==> src/design/arfv_div.sv <==
// Pipelined restoring divider, one quotient bit per stage.
// Standalone; instantiated by align_rotation_from_vectors_unit.
module arfv_div #(
   parameter int NUM_W = 61,
   parameter int DEN_W = 31,
   parameter int QB    = 31
) (
   input  logic             clock,
   input  logic             en,
   input  logic [NUM_W-1:0] num,
   input  logic [DEN_W-1:0] den,
   output logic [QB-1:0]    quo
);

   // num >> QB must be below den
   logic [DEN_W-1:0] rem_ff [0:QB-1];
   logic [QB-1:0]    low_ff [0:QB-1];
   logic [DEN_W-1:0] den_ff [0:QB-1];
   logic [QB-1:0]    q_ff   [0:QB];

   always_ff @(posedge clock) begin
      if (en) begin
         rem_ff[0] <= DEN_W'(num[NUM_W-1:QB]);
         low_ff[0] <= num[QB-1:0];
         den_ff[0] <= den;
         q_ff[0]   <= '0;
      end
   end

   for (genvar k = 0; k < QB; k++) begin : g_step
      logic [DEN_W:0] trial;
      logic           fits;
      assign trial = {rem_ff[k], low_ff[k][QB-1-k]};
      assign fits  = trial >= {1'b0, den_ff[k]};
      always_ff @(posedge clock) begin
         if (en) begin
            q_ff[k+1] <= {q_ff[k][QB-2:0], fits};
         end
      end
      if (k < QB - 1) begin : g_carry
         always_ff @(posedge clock) begin
            if (en) begin
               rem_ff[k+1] <= fits ? DEN_W'(trial - {1'b0, den_ff[k]}) : DEN_W'(trial);
               low_ff[k+1] <= low_ff[k];
               den_ff[k+1] <= den_ff[k];
            end
         end
      end
   end

   assign quo = q_ff[QB];

endmodule

==> config.mk <==
export PLATFORM = sky130hd
export DESIGN_NAME = arfv_div
export DESIGN_NICKNAME = d
export VERILOG_FILES = /design/src/design/arfv_div.sv
export SDC_FILE = /design/constraint.sdc
export NUM_CORES = 2
export LEC_CHECK = 0
export BUFFER_PORTS_ARGS = -buffer_cell sky130_fd_sc_hd__clkbuf_2
export CAP_MARGIN = 25
export CORE_ASPECT_RATIO = 1.2
export CORE_MARGIN = 4
export CORE_UTILIZATION = 45
export DETAILED_ROUTE_END_ITERATION = 8
export GPL_TIMING_DRIVEN = 0
export PLACE_DENSITY = 0.62
export SYNTH_ARGS = -nofsm -noshare
export SYNTH_HDL_FRONTEND = slang
export SYNTH_SLANG_ARGS = --single-unit
==> constraint.sdc <==
create_clock -name clock -period 6.1 [get_ports clock]
set_input_delay 0.305 -clock clock [delete_from_list [all_inputs] [get_ports clock]]
set_output_delay 0.305 -clock clock [all_outputs]
set_load 0.05 [all_outputs]
==> results.md <==
* Xor/xnor cell area share of the yosys netlist at 4.68%
* DIE AREA at 0.336 mm2
* Detailed placement HPWL at 272000 um
* Die height at 634 um
* Fmax at 0.174 GHz
* MaxCap Viol Count at 0
* RSZ-0062 raised after global routing: false
* Clock sinks at 2913
* Clk_lat worst skew at 940 ps
* Row count at 229
* Power Dens Cells at 536 mW/mm2
* Reg clk slew, reported paths at 60 ps
* Drt first-iter violations at 5568
* Max transition margin at 33.6%
* Setup Skew at 70.2 ps
* YS warnings at 0
* Post-layout min period at 5750 ps
* Final Net Count at 13.5k
* Number of library cell types mapped by synthesis at 96
* Endpoints failing hold at 0
* Reg2reg setup slack at 350 ps
* Top Family by Delay on Critical Path: compound AO/OA/AOI/OAI gates
* CP bufs+invs at 3
* Vias/cell at 5.41
* Post-synthesis sequential area ratio at 59.4%
* Wire per inst at 21.0 um
* FF+latch count, synth at 2913
* CTS tree: built
* Max IR drop VDD at 290 uV
* Setup WS pre-CTS at 270 ps
* Min-Delay Path Class: primary input to register
* Setup Crit Path Kind: register to register
* Synth async-reset ratio at 0%
* Grt total ovfl at 0
* CTS max path bufs at 4
* Top cell type's share of synthesized area at 59.4%
* Core ar. at 0.325 mm2
* Layout Area Growth over Synthesis at 12.6%
* Compound-Gate Fraction of Synth Area at 12.3%
* Syn nets at 12.8k
* Startpoint Class: register
* I/O pin total at 125
* Period utilisation layout at 94.2%
* Gr usage total at 20.8%
* Setup-failing EPs final at 0
* EDFF count, synth at 2913
* H-tree Lvls at 5
* DRC violations left at 0
* CTS root buf: clkbuf_16
* Post-route ant nets at 0
* Pin count of the biggest net entering global routing at 134
* Syn Area/Cell at 12.5 um2
* Post-CTS setup buffers at 0
* Syn Std Cell Area at 0.147 mm2
* Syn Inst Count at 11.7k
* Final GP Congestion at 0.933
* Vias in the first global route at 93.4k
* Synth area leaders: edfxtp_1 (59%), ha_1 (8.2%), mux2_2 (3.3%)
* Iteration count of the initial detailed-routing pass at 8
* Critical path's slowest cell: clkbuf_1
* Most frequent cell after synthesis: edfxtp_1
* Leakage at 66.2 nW
* First-pass GRT wire length at 543000 um
* Main combinational cell family by area after synthesis: compound AO/OA/AOI/OAI gates
* CP cell instances: inv_1 > ha_1 > fa_1 > nor2b_1 > o21ai_0 > a21boi_0 > o211ai_1 > a211oi_1 > o21ai_0 > o21ai_0 > nand2_1 > nand3_1 > clkbuf_1 > buf_2 > a21oi_1
* Synth cell count leaders: edfxtp_1 (2913), inv_1 (1200), ha_1 (961)
* Setup TNS Final at 0 ps
* CP max FO at 10
* Mux cell area share after synthesis at 3.79%
* I/O Buffers at 124
* Status: complete, no violations
* Synth Area in Simple Gates at 7.28%
* Peak per-stage delay on the critical path at 800 ps
* Top_reg_cell synth: edfxtp_1
* Pins Over Slew Limit at 0
* Post-synth top area cell: edfxtp_1
* Initial Util at 45.3%
* Final WL at 356000 um
* Die W at 530 um
* Num CTS Buffers at 319
* Initial antenna violation count at 4
* CP required at 6740 ps
* Layout cells sized above 1 at 10.1%
* Worst Path Arrival at 6380 ps
* Worst setup EP type: register
* # fillers at 28.1k
* Worst-Margin Slew at 996 ps
* Setup WS post-layout at 354 ps
* Routed vias at 91.5k
* Crit path top cell by count: o21ai_0
* Synth Area in Adders at 8.58%
cell families after synthesis:
kind of cell    after synthesis
compound gates             2866
xor+xnor                    786
fa+ha+maj                   991
buf+inv                    1455
flops                      2913
mux                         491
simple gates               2243
metal layers:
metal	up-vias	track usage, %	wire, um
met3	743	2.54	11300
met1	44500	23.0	136000
met2	1735	39.5	191000
li1	44600	-	-
met4	0	9.34	17700
met5	-	0	0
power breakdown:
| group | internal, mW | switching (mW) | leakage (nW) |
|---|---|---|---|
| sequential | 28.7 | 2.91 | 28.5 |
| combinational | 16.3 | 21.8 | 32.7 |
| clock | 11.0 | 8.11 | 5.02 |
cell type report:
| class | instances | area (um2) | share of cell area [%] |
|---|---|---|---|
| Timing Repair Buffer | 301 | 2830 | 1.71 |
| Tap cell | 4273 | 5350 | 3.23 |
| Antenna cell | 1 | 2.50 | 0.00151 |
| Sequential cell | 2913 | 87500 | 52.8 |
| Inverter | 1200 | 4500 | 2.72 |
| Buffer | 255 | 1240 | 0.750 |
| Clock buffer | 372 | 8220 | 4.96 |
| Clock inverter | 209 | 2130 | 1.29 |
| Multi-Input combinational cell | 7377 | 53900 | 32.6 |
cell usage in the layout (no fill, tap or decap), drive strengths merged, types with 78 or more instances in the layout:
cell type / n
edfxtp: 2913
inv: 1216
ha: 961
a21oi: 915
o21ai: 650
clkbuf: 644
nand2: 636
nor2: 618
xnor2: 477
a21o: 473
mux2: 456
xor2: 309
nand3: 174
nor2b: 166
nand4: 150
dlygate4sd3: 145
clkinv: 143
buf: 139
o21a: 132
nand2b: 110
a31oi: 109
nor3: 102
o21bai: 92
a211oi: 78
through the flow:
step                      area [um2]  hold slack (ps)  instances  utilization, %  total power [mW]
after global placement        153000              400      16100            47.1              71.7
after floorplan               147000              400      11700               -              58.4
after detailed placement      154000              405      16200            47.4              69.8
final                         166000             82.9      16900            51.0              88.8
after CTS                     166000           0.0326      16900            51.0              89.6
after global routing          166000             33.1      16900            51.0              94.6
sequential cells by signal, indices dropped and copies added (netlist names):
signal / count
den_ff: 961
rem_ff: 960
low_ff: 496
q_ff: 496
path summary, 6_finish.rpt:
kind | startpoint | end | cells after the start
hold reg to reg | low_ff[1][19]$_DFFE_PP_ | low_ff[1][50]$_DFFE_PP_ | 0
hold / removal | num[13] | low_ff[0][13]$_DFFE_PP_ | 2
setup / recovery | low_ff[3][48]$_DFFE_PP_ | rem_ff[0][448]$_DFFE_PP_ | 15
setup reg to reg | low_ff[3][48]$_DFFE_PP_ | rem_ff[0][448]$_DFFE_PP_ | 15
timing repair:
action                    4_1_cts  5_1_grt
gates resized for setup         0        0
hold buffers                  145        0
hold endpoints to repair      131        0
Power figures use the tool's default switching activity.
